**config.mk**
```make
export PLATFORM = sky130hd
export DESIGN_NAME = golomb_two_class_bit_encoder_top
export DESIGN_NICKNAME = d
export VERILOG_FILES = /design/src/rtl/gtc_pkg.sv /design/src/rtl/gtc_pack_unit.sv /design/src/rtl/golomb_two_class_bit_encoder_top.sv
export VERILOG_INCLUDE_DIRS = /design/src /design/src/rtl
export SDC_FILE = /design/constraint.sdc
export NUM_CORES = 2
export LEC_CHECK = 0
export BUFFER_PORTS_ARGS = -buffer_cell sky130_fd_sc_hd__buf_2
export CAP_MARGIN = 20
export CELL_PAD_IN_SITES_DETAIL_PLACEMENT = 0
export CELL_PAD_IN_SITES_GLOBAL_PLACEMENT = 1
export CORE_ASPECT_RATIO = 1.75
export CORE_MARGIN = 1
export CORE_UTILIZATION = 50
export CTS_CLUSTER_DIAMETER = 80
export CTS_CLUSTER_SIZE = 30
export DETAILED_ROUTE_END_ITERATION = 16
export PLACE_DENSITY_LB_ADDON = 0.1
export SYNTH_ARGS = -nofsm -noshare
export SYNTH_HDL_FRONTEND = slang
export SYNTH_SLANG_ARGS = --single-unit
```
**constraint.sdc**
```tcl
create_clock -name clock -period 25.9 [get_ports clock]
set_input_delay 2.59 -clock clock [delete_from_list [all_inputs] [get_ports clock]]
set_output_delay 2.59 -clock clock [all_outputs]
set_load 0.05 [all_outputs]
```
**src/rtl/assert_macros.svh**
```systemverilog
`ifndef ASSERT_MACROS_SVH
`define ASSERT_MACROS_SVH

// Condition must hold at every clock edge outside reset.
`define ASSERT_ALWAYS(label, clk, rst, cond) \
   label: assert property (@(posedge clk) disable iff (rst) (cond)) \
      else $error("invariant violated");

// Consequent must hold in the same cycle as the antecedent.
`define ASSERT_IMPLY(label, clk, rst, ante, cons) \
   label: assert property (@(posedge clk) disable iff (rst) (ante) |-> (cons)) \
      else $error("implication violated");

`endif

```
**src/rtl/gtc_pkg.sv**
```systemverilog
package gtc_pkg;

   localparam int VALUE_MAX_DEF  = 2048;
   localparam int SUFFIX_MAX_DEF = 16;
   localparam int WORD_BITS_DEF  = 64;
   localparam int MAX_RESULTS    = 34;

   localparam int VALUE_W     = 16;
   localparam int OUT_WORD_W  = 64;
   localparam int BIT_COUNT_W = 7;
   localparam int K_W         = 5;
   localparam int CB_W        = 5;
   localparam int CSR_INDEX_W = 4;
   localparam int CSR_DATA_W  = 5;

   // floor(x / 3) = (x * DIV3_RECIP) >> DIV3_SHIFT, exact for x < 2^17
   localparam logic [VALUE_W-1:0] DIV3_RECIP = 16'd43691;
   localparam int                 DIV3_SHIFT = 17;

   typedef enum logic [CSR_INDEX_W-1:0] {
      CSR_USE_CODEBOOK    = 4'd0,
      CSR_CODEBOOK_NUMBER = 4'd1,
      CSR_EXPLICIT_K      = 4'd2,
      CSR_EXPLICIT_CLASS  = 4'd3
   } gtc_csr_index_type;

   typedef enum logic [2:0] {
      ST_IDLE,
      ST_DIVIDE,
      ST_SPLIT,
      ST_RUN,
      ST_TAIL,
      ST_FLUSH,
      ST_ERROR
   } gtc_state_type;

   typedef struct packed {
      logic [VALUE_W-1:0] value;
      logic               last;
   } gtc_req_type;

   typedef struct packed {
      logic [OUT_WORD_W-1:0]  out_word;
      logic [BIT_COUNT_W-1:0] bit_count;
      logic                   end_of_run;
      logic                   range_error;
   } gtc_rsp_type;

   typedef struct packed {
      logic word_done;
      logic seg_done;
   } gtc_pack_stat_type;

endpackage

```
**src/rtl/gtc_pack_unit.sv**
```systemverilog
module gtc_pack_unit #(
   parameter int WordBits = gtc_pkg::WORD_BITS_DEF,
   parameter int TailW    = gtc_pkg::SUFFIX_MAX_DEF + 3
) (
   input  logic [WordBits-1:0]                 pack_reg,
   input  logic [$clog2(WordBits+1)-1:0]       pack_fill,
   input  logic [gtc_pkg::VALUE_W-1:0]         left,
   input  logic                                tail_mode,
   input  logic [TailW-1:0]                    tail,
   output logic [WordBits-1:0]                 word,
   output logic [$clog2(WordBits+1)-1:0]       new_fill,
   output logic [gtc_pkg::VALUE_W-1:0]         left_next,
   output gtc_pkg::gtc_pack_stat_type          stat
);
   import gtc_pkg::*;

   localparam int FillW = $clog2(WordBits + 1);

   logic [FillW-1:0]          space;
   logic [FillW-1:0]          n;
   logic [WordBits-1:0]       nmask;
   logic [VALUE_W-1:0]        shamt;
   logic [WordBits+TailW-1:0] tail_wide;
   logic [WordBits-1:0]       chunk;

   // take as many bits as fit in the open word
   assign space = FillW'(WordBits) - pack_fill;
   assign n     = (left < VALUE_W'(space)) ? FillW'(left) : space;
   assign nmask = ~({WordBits{1'b1}} << n);

   // next n bits: the tail's, MSB first, or n ones for the unary run
   assign shamt     = left - VALUE_W'(n);
   assign tail_wide = {{WordBits{1'b0}}, tail} >> shamt;
   assign chunk     = tail_mode ? (tail_wide[WordBits-1:0] & nmask) : nmask;

   assign word           = (pack_reg << n) | chunk;
   assign new_fill       = pack_fill + n;
   assign left_next      = left - VALUE_W'(n);
   assign stat.word_done = (new_fill == FillW'(WordBits));
   assign stat.seg_done  = (left == VALUE_W'(n));

endmodule

```
**src/rtl/golomb_two_class_bit_encoder_top.sv**
```systemverilog
// Channel  Dir  Handshake                    Beat payload
// req      in   req_valid / req_stall        value, last
// rsp      out  rsp_valid / rsp_stall        out_word, bit_count, end_of_run, range_error
// csr      in   csr_valid / csr_ready        csr_index, csr_data
//
// Each in-range item steps through accept, divide and split, then one packer
// pass per word the unary run touches and one or two passes for the tail,
// plus a flush when a last item leaves bits pending. The shared packer adds
// at most one word-sized slice per cycle. A completed word waits in the output
// register, and while it waits the packer holds any further word it completes.
// Reset is synchronous and active high; it clears the packer and loads the
// register defaults. csr_ready is always high; write only while idle.
`include "assert_macros.svh"

module golomb_two_class_bit_encoder_top #(
   parameter int ValueMax  = gtc_pkg::VALUE_MAX_DEF,
   parameter int SuffixMax = gtc_pkg::SUFFIX_MAX_DEF,
   parameter int WordBits  = gtc_pkg::WORD_BITS_DEF
) (
   input  logic                                clock,
   input  logic                                reset,
   input  logic                                req_valid,
   output logic                                req_stall,
   input  gtc_pkg::gtc_req_type                req_payload,
   output logic                                rsp_valid,
   input  logic                                rsp_stall,
   output gtc_pkg::gtc_rsp_type                rsp_payload,
   input  logic                                csr_valid,
   output logic                                csr_ready,
   input  logic [gtc_pkg::CSR_INDEX_W-1:0]     csr_index,
   input  logic [gtc_pkg::CSR_DATA_W-1:0]      csr_data
);
   import gtc_pkg::*;

   localparam int FillW    = $clog2(WordBits + 1);
   localparam int TailW    = SuffixMax + 3;
   localparam int TailLenW = $clog2(TailW + 1);
   localparam int ResW     = $clog2(MAX_RESULTS + 1);

   // configuration registers
   logic            use_codebook_ff;
   logic [CB_W-1:0] codebook_number_ff;
   logic [K_W-1:0]  explicit_k_ff;
   logic            explicit_class_ff;

   // sequencer and per-item working registers
   gtc_state_type       state_ff, state_in;
   logic [VALUE_W-1:0]  value_ff, value_in;
   logic                last_ff, last_in;
   logic [K_W-1:0]      k_ff, k_in;
   logic                cls_ff, cls_in;
   logic [VALUE_W-1:0]  t_ff, t_in;
   logic [VALUE_W-1:0]  q_ff, q_in;
   logic [VALUE_W-1:0]  left_ff, left_in;
   logic [TailW-1:0]    tail_ff, tail_in;
   logic [TailLenW-1:0] tail_len_ff, tail_len_in;
   logic [ResW-1:0]     res_cnt_ff, res_cnt_in;

   // packer state
   logic [WordBits-1:0] pack_reg_ff, pack_reg_in;
   logic [FillW-1:0]    pack_fill_ff, pack_fill_in;

   // output register
   logic        rsp_valid_ff, rsp_valid_in;
   gtc_rsp_type rsp_ff, rsp_in;

   // combinational helpers
   logic [K_W-1:0]         k_raw;
   logic [K_W-1:0]         k_sat;
   logic                   accept;
   logic                   out_free;
   logic                   drop;
   logic [VALUE_W-1:0]     vm1;
   logic [VALUE_W-1:0]     t_shift;
   logic [2*VALUE_W-1:0]   prod;
   logic [VALUE_W-1:0]     j_full;
   logic [1:0]             head_val;
   logic [1:0]             head_len;
   logic [TailW-1:0]       low_bits;
   logic [TailW-1:0]       tail_new;
   logic [TailLenW-1:0]    tail_len_new;
   logic [WordBits-1:0]    flush_word;
   logic [WordBits-1:0]    pk_word;
   logic [FillW-1:0]       pk_fill;
   logic [VALUE_W-1:0]     pk_left;
   gtc_pack_stat_type      pk_stat;
   logic                   advance;
   logic [VALUE_W-1:0]     bits_after;
   logic                   word_final;

   assign csr_ready   = 1'b1;
   assign req_stall   = (state_ff != ST_IDLE);
   assign accept      = req_valid && !req_stall;
   assign rsp_valid   = rsp_valid_ff;
   assign rsp_payload = rsp_ff;
   assign out_free    = !rsp_valid_ff || !rsp_stall;
   assign drop        = (res_cnt_ff == ResW'(MAX_RESULTS));

   // suffix size from the codebook or the explicit register, saturated
   always_comb begin
      if (use_codebook_ff) begin
         if (codebook_number_ff[0]) begin
            k_raw = K_W'({1'b0, codebook_number_ff[CB_W-1:1]});
         end else begin
            k_raw = K_W'({1'b0, codebook_number_ff[CB_W-1:1]}) + K_W'(1);
         end
      end else begin
         k_raw = explicit_k_ff;
      end
      k_sat = (k_raw > K_W'(SuffixMax)) ? K_W'(SuffixMax) : k_raw;
   end

   // quotient: (value-1) >> k, divided by three for class 1
   assign vm1     = value_ff - VALUE_W'(1);
   assign t_shift = vm1 >> k_ff;
   assign prod    = {{VALUE_W{1'b0}}, t_shift} * {{VALUE_W{1'b0}}, DIV3_RECIP};

   // middle code from the remainder of the divide by three
   assign j_full = t_ff - q_ff - (q_ff << 1);

   always_comb begin
      if (!cls_ff) begin
         head_val = 2'd0;
         head_len = 2'd1;
      end else begin
         case (j_full[1:0])
            2'd0: begin
               head_val = 2'd0;
               head_len = 2'd2;
            end
            2'd1: begin
               head_val = 2'd2;
               head_len = 2'd3;
            end
            default: begin
               head_val = 2'd3;
               head_len = 2'd3;
            end
         endcase
      end
   end

   assign low_bits     = TailW'(vm1) & ~({TailW{1'b1}} << k_ff);
   assign tail_new     = (TailW'(head_val) << k_ff) | low_bits;
   assign tail_len_new = TailLenW'(head_len) + TailLenW'(k_ff);
   assign flush_word   = pack_reg_ff << (FillW'(WordBits) - pack_fill_ff);

   gtc_pack_unit #(
      .WordBits (WordBits),
      .TailW    (TailW)
   ) u_pack (
      .pack_reg  (pack_reg_ff),
      .pack_fill (pack_fill_ff),
      .left      (left_ff),
      .tail_mode (state_ff == ST_TAIL),
      .tail      (tail_ff),
      .word      (pk_word),
      .new_fill  (pk_fill),
      .left_next (pk_left),
      .stat      (pk_stat)
   );

   // a finished word needs room downstream unless it is past the result limit
   assign advance = !pk_stat.word_done || out_free || drop;

   // bits of this item still to pack once the current word closes; the word is
   // the item's last beat when they neither fill another word nor get flushed
   assign bits_after = (state_ff == ST_RUN) ? (pk_left + VALUE_W'(tail_len_ff)) : pk_left;
   assign word_final = (bits_after < VALUE_W'(WordBits)) &&
                       !(last_ff && (bits_after != '0));

   always_comb begin
      state_in     = state_ff;
      value_in     = value_ff;
      last_in      = last_ff;
      k_in         = k_ff;
      cls_in       = cls_ff;
      t_in         = t_ff;
      q_in         = q_ff;
      left_in      = left_ff;
      tail_in      = tail_ff;
      tail_len_in  = tail_len_ff;
      res_cnt_in   = res_cnt_ff;
      pack_reg_in  = pack_reg_ff;
      pack_fill_in = pack_fill_ff;
      rsp_valid_in = rsp_valid_ff && rsp_stall;
      rsp_in       = rsp_ff;

      case (state_ff)
         ST_IDLE: begin
            if (accept) begin
               value_in   = req_payload.value;
               last_in    = req_payload.last;
               k_in       = k_sat;
               cls_in     = use_codebook_ff ? codebook_number_ff[0] : explicit_class_ff;
               res_cnt_in = '0;
               if (req_payload.value == '0 ||
                   req_payload.value > VALUE_W'(ValueMax)) begin
                  state_in = ST_ERROR;
               end else begin
                  state_in = ST_DIVIDE;
               end
            end
         end

         ST_DIVIDE: begin
            t_in     = t_shift;
            q_in     = cls_ff ? VALUE_W'(prod >> DIV3_SHIFT) : t_shift;
            state_in = ST_SPLIT;
         end

         ST_SPLIT: begin
            tail_in     = tail_new;
            tail_len_in = tail_len_new;
            if (q_ff != '0) begin
               left_in  = q_ff;
               state_in = ST_RUN;
            end else begin
               left_in  = VALUE_W'(tail_len_new);
               state_in = ST_TAIL;
            end
         end

         ST_RUN, ST_TAIL: begin
            if (advance) begin
               left_in      = pk_left;
               pack_reg_in  = pk_stat.word_done ? '0 : pk_word;
               pack_fill_in = pk_stat.word_done ? '0 : pk_fill;
               if (pk_stat.word_done && !drop) begin
                  rsp_valid_in       = 1'b1;
                  rsp_in.out_word    = OUT_WORD_W'(pk_word);
                  rsp_in.bit_count   = BIT_COUNT_W'(WordBits);
                  rsp_in.end_of_run  = word_final ||
                                       (res_cnt_ff == ResW'(MAX_RESULTS - 1));
                  rsp_in.range_error = 1'b0;
                  res_cnt_in         = res_cnt_ff + ResW'(1);
               end
               if (pk_stat.seg_done) begin
                  if (state_ff == ST_RUN) begin
                     left_in  = VALUE_W'(tail_len_ff);
                     state_in = ST_TAIL;
                  end else if (last_ff && !pk_stat.word_done) begin
                     state_in = ST_FLUSH;
                  end else begin
                     state_in = ST_IDLE;
                  end
               end
            end
         end

         ST_FLUSH: begin
            if (out_free || drop) begin
               if (!drop) begin
                  rsp_valid_in       = 1'b1;
                  rsp_in.out_word    = OUT_WORD_W'(flush_word);
                  rsp_in.bit_count   = BIT_COUNT_W'(pack_fill_ff);
                  rsp_in.end_of_run  = 1'b1;
                  rsp_in.range_error = 1'b0;
                  res_cnt_in         = res_cnt_ff + ResW'(1);
               end
               pack_reg_in  = '0;
               pack_fill_in = '0;
               state_in     = ST_IDLE;
            end
         end

         ST_ERROR: begin
            if (out_free) begin
               rsp_valid_in       = 1'b1;
               rsp_in.end_of_run  = 1'b1;
               rsp_in.range_error = 1'b1;
               // carry the pending bits out when this beat also closes the stream
               if (last_ff && pack_fill_ff != '0) begin
                  rsp_in.out_word  = OUT_WORD_W'(flush_word);
                  rsp_in.bit_count = BIT_COUNT_W'(pack_fill_ff);
                  pack_reg_in      = '0;
                  pack_fill_in     = '0;
               end else begin
                  rsp_in.out_word  = '0;
                  rsp_in.bit_count = '0;
               end
               state_in = ST_IDLE;
            end
         end

         default: begin
            state_in = ST_IDLE;
         end
      endcase
   end

   always_ff @(posedge clock) begin
      if (reset) begin
         state_ff           <= ST_IDLE;
         res_cnt_ff         <= '0;
         pack_reg_ff        <= '0;
         pack_fill_ff       <= '0;
         rsp_valid_ff       <= 1'b0;
         use_codebook_ff    <= 1'b1;
         codebook_number_ff <= '0;
         explicit_k_ff      <= K_W'(1);
         explicit_class_ff  <= 1'b0;
      end else begin
         state_ff     <= state_in;
         res_cnt_ff   <= res_cnt_in;
         pack_reg_ff  <= pack_reg_in;
         pack_fill_ff <= pack_fill_in;
         rsp_valid_ff <= rsp_valid_in;
         if (csr_valid && csr_ready) begin
            case (csr_index)
               CSR_USE_CODEBOOK:    use_codebook_ff    <= csr_data[0];
               CSR_CODEBOOK_NUMBER: codebook_number_ff <= CB_W'(csr_data);
               CSR_EXPLICIT_K:      explicit_k_ff      <= K_W'(csr_data);
               CSR_EXPLICIT_CLASS:  explicit_class_ff  <= csr_data[0];
               default: begin
               end
            endcase
         end
      end
   end

   always_ff @(posedge clock) begin
      value_ff    <= value_in;
      last_ff     <= last_in;
      k_ff        <= k_in;
      cls_ff      <= cls_in;
      t_ff        <= t_in;
      q_ff        <= q_in;
      left_ff     <= left_in;
      tail_ff     <= tail_in;
      tail_len_ff <= tail_len_in;
      rsp_ff      <= rsp_in;
   end

   `ASSERT_ALWAYS(a_fill_below_word, clock, reset, pack_fill_ff < FillW'(WordBits))
   `ASSERT_IMPLY(a_run_has_ones, clock, reset, state_ff == ST_RUN, left_ff != '0)
   `ASSERT_IMPLY(a_partial_is_final, clock, reset, rsp_valid_ff && !rsp_ff.end_of_run, rsp_ff.bit_count == BIT_COUNT_W'(WordBits))
   `ASSERT_IMPLY(a_error_ends_run, clock, reset, rsp_valid_ff && rsp_ff.range_error, rsp_ff.end_of_run)

endmodule

```
# [Word-level counts from Yosys, hierarchy flattened]
# Index checks and enable logic that the tools add are counted.
[op_classes] n_addsub=10 multipliers=1 n_reduce_logical=41 magnitude_cmp=4 n_eq_ne=22 muxes=57 n_bitwise=6 shift=7
[ops] op="two-way mux 64 bit" count=6
[ops] op="two-way mux 73 bit" count=5
[ops] op="case mux 73 bit (3 select lines)" count=1
[ops] op="case mux 64 bit (3 select lines)" count=1
[ops] op="<< shifter 64 x 7 -> 64 bit" count=2
[ops] op="two-way mux 16 bit" count=5
[ops] op="two-way mux 71 bit" count=1
[ops] op="AND 64 bit" count=1
[ops] op="inverter 64 bit" count=1
[ops] op="OR 64 bit" count=1
[ops] op="<< shifter 64 x 7 -> 64 bit (first input constant)" count=1
[ops] op="right shift 19 x 16 -> 64 bit" count=1
[ops] op="two-way mux 7 bit" count=6
[ops] op="multiplier 16 x 16 -> 32 bit (second input constant)" count=1
[ops] op="case mux 16 bit (2 select lines)" count=1
[ops] op="nonzero test 16 bit" count=2
[ops] op="two-way mux 6 bit" count=5
[ops] op="two-way mux 3 bit" count=9
[ops] op="case mux 7 bit (3 select lines)" count=1
[ops] op="AND 16 x 19 -> 19 bit" count=1
[ops] op="inverter 19 bit" count=1
[ops] op="OR 19 bit" count=1
[ops] op="<< shifter 19 x 5 -> 19 bit (first input constant)" count=1
[ops] op="<< shifter 2 x 5 -> 19 bit" count=1
[ops] op="46 further kinds" count=92
[totals] ff_bits=247 input_bits=31 wordCells=171 out_inout_bits=76

# [Logic depth before layout (Yosys ltp)]
[logic_depth] ltp_word=14 depth_mapped=37 mapped_depth_nobuf=35

# [Modules after synthesis]
# From an unflattened synthesis, not the netlist that was laid out.
[unflattened] hier_cells=3590 area_unflattened_um2=28866.4
[modules_own_cells] mod="golomb_two_class_bit_encoder_top" cells_per_inst=2281 area_per_inst_um2=20407.1 seq_area_each_um2=6486.2 instances=1
[modules_own_cells] mod="gtc_pack_unit" cells_per_inst=1309 area_per_inst_um2=8459.4 seq_area_each_um2=0.0 instances=1

# [Worst setup path after synthesis]
# Ideal clock, no wire load.
[synth_timing] kind="register -> register" startpoint="reg pack_fill_ff[0]" endpoint="reg rsp_ff, in the netlist rsp_payload[0], enable pin" setup_ns=0.528 period_less_slack_ns=10.771 required_ns=25.372 arrival_time_ns=10.243 n_path_buf=8 slack_ns=15.129 path_stages_with_launch=32 path_cell_list="dfxtp_1 -> buf_2 -> inv_1 -> buf_1 -> buf_1 -> ha_1 -> nor3b_1 -> xnor2_2 -> inv_1 -> clkbuf_1 -> clkbuf_1 -> ha_1 -> and3b_1 -> and3_1 -> a211oi_4 -> mux2i_1 -> buf_2 -> buf_2 -> buf_2 -> ha_1 -> a21o_1 -> a21oi_1 -> o21bai_1 -> a21oi_1 -> xnor2_1 -> nor4_1 -> nand2_1 -> o21ai_0 -> a21oi_1 -> nor2_1 -> nor2_1 -> a21oi_1"
[synth_between] elab_chain_cells=10 word_cells_on_any_way=12 classes_between="add/sub (2); order compare (1); eq/ne (3); mux (1); reduce/logical (5)"
[synth_lines] element="start: declaration" line_no="golomb_two_class_bit_encoder_top.sv:61" text="logic [FillW-1:0] pack_fill_ff, pack_fill_in;"
[synth_lines] element="start signal: assignment" line_no="golomb_two_class_bit_encoder_top.sv:307" text="pack_fill_ff <= pack_fill_in;"
[synth_lines] element="subtractor 7 bit" line_no="gtc_pack_unit.sv:27" text="assign space = FillW'(WordBits) - pack_fill;"
[synth_lines] element="less-than comparator 16 x 7 -> 1 bit" line_no="gtc_pack_unit.sv:28" text="assign n = (left < VALUE_W'(space)) ? FillW'(left) : space;"
[synth_lines] element="two-way mux 7 bit" line_no="gtc_pack_unit.sv:28"
[synth_lines] element="adder 7 bit *" line_no="gtc_pack_unit.sv:37" text="assign new_fill = pack_fill + n;"
[synth_lines] element="equality test 7 bit *" line_no="gtc_pack_unit.sv:39" text="assign stat.word_done = (new_fill == FillW'(WordBits));"
[synth_lines] element="logical NOT 1 bit" line_no="golomb_two_class_bit_encoder_top.sv:164" text="assign advance = !pk_stat.word_done || out_free || drop;"
[synth_lines] element="logical OR 1 bit (2 in a row)" line_no="golomb_two_class_bit_encoder_top.sv:164"
[synth_lines] element="inequality test 2 bit (no source line)"
[synth_lines] element="AND reduction 6 bit (no source line) *"
[synth_lines] element="end signal: assignment" line_no="golomb_two_class_bit_encoder_top.sv:332" text="rsp_ff <= rsp_in;"
[synth_lines] element="end: declaration" line_no="golomb_two_class_bit_encoder_top.sv:65" text="gtc_rsp_type rsp_ff, rsp_in;"
# Every way passes the cells marked *; elsewhere a longest branch is shown, timed or not.
# A chain may end at the register's enable or synchronous reset.

==> impl_metrics.yaml <==
synthesis:
  ys_seq_area_share_pct: 23.95
  synth_cell_type_count: 103
  syn_avg_cell_area_um2: 8.504
  synth_edf_count: 154
  syn-cell-area_um2: 27080
  yosys_most_used_dff: "edfxtp_1"
  synthTopCellsByArea: "edfxtp_1 17%, mux2i_1 9.1%, ha_1 7.3%"
  synth_top_area_share_pct: 17.07
  postSynthCellCount: 3185
  ys_warn_count: 0
  yosysTopAreaCell: "edfxtp_1"
  synth_nets: 3457
  async_flop_share_pct: 0
  synth-seq-cells: 247
critical_path:
  critPathArrivalTime_ns: 10.78
  cp_num_buf_inv: 6
  critPathMaxStageDelay_ns: 1.06
  crit_chain: "inv_1 -> ha_2 -> nor3b_1 -> xnor2_4 -> buf_4 -> inv_1 -> buf_4 -> ha_1 -> nor2_1 -> nor4b_1 -> mux2i_1 -> o211ai_2 -> buf_4 -> a21oi_4 -> buf_4 -> mux2i_1 -> mux2i_1 -> and3_1 -> nor3_2 -> a211oi_1 -> a21oi_1 -> o22ai_1"
  timing.critical_path.mode_cell: "buf_4"
  worstSetupStartpointType: "flip-flop"
  cpMaxStageDelayCell: "mux2i_1"
  critPathKind: "flip-flop to flip-flop"
  cp_max_fo: 69
  end_kind: "flip-flop"
  cp.required_ns: 26.16
  cp_top_family: "buffers and inverters"
placed_design:
  place_area_um2: 28150
  gp_congestion: 1.118
  place.port_buffers: 105
  dp_hpwl_um: 101600
clock_network:
  cts_tree: "done"
  cts.sinks: 247
  clk_latency_ns: 0.59
  clk_path_buf_depth: 3
  htree_levels: 1
  post_cts_resized: 0
  clk_pin_slew_ns: 0.11
  root_buffer: "clkbuf_16"
  cts_hold_buf: 0
  cts_setup_buffers: 0
  cts_inserted_buffers: 18
sta:
  worstMarginPinSlew_ns: 1.367
  max_freq_mhz: 95.05
  slew_headroom_pct: 8.864
  fin_setup_tns_ns: 0
  hold_viol_final: 0
  finalCriticalPeriod_ns: 10.52
  slew_violations: 0
  finalSetupViolCount: 0
  skew_ns: 0.03448
  rsz0062_at_grt: "no"
  min_period_over_period_pct: 40.62
  holdWs_ns: 0.5091
die:
  coreArea_um2: 53390
  die_w_um: 177.9
  dieArea_um2: 55140
  num_rows: 112
  die_h_um: 309.9
  io_pins: 107
  initial_core_util_pct: 50.73
routing:
  routed_wl_um: 137500
  drc: 0
  first_iter_violations: 3986
  num_vias: 28320
  wl_per_cell_um: 35.40
  drtPass1Iterations: 9
  drtAntennaViolNets: 0
  drt-vias-per-instance: 7.292
power:
  peakVddDrop_uv: 240.1
  power.leakage_nw: 12.36
  power.density_nw_per_um2: 122.3
global_route:
  gr-usage-all-layers_pct: 51.70
  grt_max_degree: 76
  overflow: 0
  grt_pass1_vias: 27800
  antenna_found_initial: 6
  grt_pass1_wl_um: 202100
cells_and_area:
  final_cell_mix: "399 x nand2_1, 244 x mux2i_1, 234 x inv_1"
  layout-drive-gt1-share_pct: 12.27
  area.growth.synth_to_final_pct: 7.197
  fin_util_pct: 54.38
  design_area_um2: 29030
  final_common_cell: "nand2_1"
  final_nets: 3456
run:
  max_cap_viol_count: 0
run_status:
  status: "finished clean"
worst_hold_path:
  hp-class: "flip-flop to flip-flop"
kinds of logic (layout without fill, tap and decap cells):
family / Yosys count / count (layout) / share of synthesized area [%]
flip-flops: 247 / 247 / 23.95
multiplexers: 353 / 353 / 15.85
adder cells (fa/ha/maj): 244 / 244 / 13.58
buffers and inverters: 450 / 461 / 6.671
other: 1 / 5 / 0.01385
AO/OA/AOI/OAI: 865 / 865 / 21.43
XOR/XNOR: 73 / 73 / 2.605
AND/OR/NAND/NOR: 952 / 952 / 15.91
tightest hold or removal path: cells and delay by family, from the launching register on:
family,cells,cell delay [ns]
DFF,1,0.36
muxes,1,0.07
and+or+nand+nor,1,0.06
cell usage after synthesis, types with 9 or more instances:
master	number
a21boi_0	12
o31ai_1	17
a22o_1	42
buf_2	34
o21ai_0	188
nand2_1	399
nor3_1	51
nor2_1	228
nor2b_1	19
ha_1	157
xnor2_1	39
clkbuf_1	119
xor2_1	28
buf_1	33
a31oi_1	33
inv_1	234
a22oi_1	34
a32oi_1	9
a221oi_1	16
fa_1	84
o22ai_1	53
mux2i_1	246
edfxtp_1	154
dfxtp_1	93
a221o_1	13
nand4_1	22
a21oi_1	175
and2_1	27
buf_4	14
o2bb2ai_1	13
o211ai_1	51
mux2_2	49
o21ai_1	18
or2_2	10
a211o_1	9
and3_1	24
or3_1	16
nand3_1	90
mux4_2	54
nor4_1	23
a21o_1	35
a211oi_1	46
path summary, 6_finish.rpt:
kind                            cells past startpoint              from               end  slack (ns)
worst max register to register                     22   pack_fill_ff[0]   rsp_payload[36]       15.38
worst min-delay path                                2  explicit_k_ff[0]  explicit_k_ff[0]        0.51
worst min register to register                      2  explicit_k_ff[0]  explicit_k_ff[0]        0.51
worst max-delay path                               22   pack_fill_ff[0]   rsp_payload[36]       15.38
power by group:
group / internal, W / total [W] / switching [W] / leakage (nW)
clock network: 0.000154 / 0.000354 / 0.000199 / 0.339
logic: 0.000797 / 0.00248 / 0.00169 / 9.87
registers: 0.000588 / 0.000713 / 0.000125 / 2.15
total: 0.00154 / 0.00355 / 0.00201 / 12.4
layer usage:
| layer | track usage, % | share of wire (%) |
|---|---|---|
| met5 | 0.3623 | 0.0095 |
| met4 | 59.37 | 15 |
| met3 | 22.34 | 9.9 |
| met2 | 81.48 | 46 |
| met1 | 46.19 | 28 |
through the flow:
stage / power, W / setup slack, ns / std cells
6_report: 0.003550 / 15.38 / 3884
5_1_grt: 0.003742 / 15.13 / 3880
4_1_cts: 0.003395 / 16.03 / 3862
3_5_place_dp: 0.003037 / 16.09 / 3830
3_3_place_gp: 0.002988 / 16.12 / 3828
2_1_floorplan: 0.002260 / 15.13 / 3185
cell type report:
cell class                 instances  area, um^2
sequential                       247        6490
multi-input combinational       2488       18930
clock inverter                    13       230.2
fill                            5005       24360
antenna                            4       10.01
inverter                         247       927.1
tap                              684       855.8
clock buffer                      19       475.5
timing repair buffer             182        1111
state kept, by name, indices dropped and copies added (netlist names):
signal / count
codebook_number_ff: 5
cls_ff: 1
pack_reg_ff: 64
k_ff: 5
tail_ff: 19
use_codebook_ff: 1
t_ff: 2
rsp_payload: 73
explicit_k_ff: 5
last_ff: 1
pack_fill_ff: 7
left_ff: 16
q_ff: 16
rsp_valid: 1
explicit_class_ff: 1
state_ff: 3
tail_len_ff: 5
res_cnt_ff: 6
value_ff: 16
Note: power is estimated with default switching activity, not from simulation.
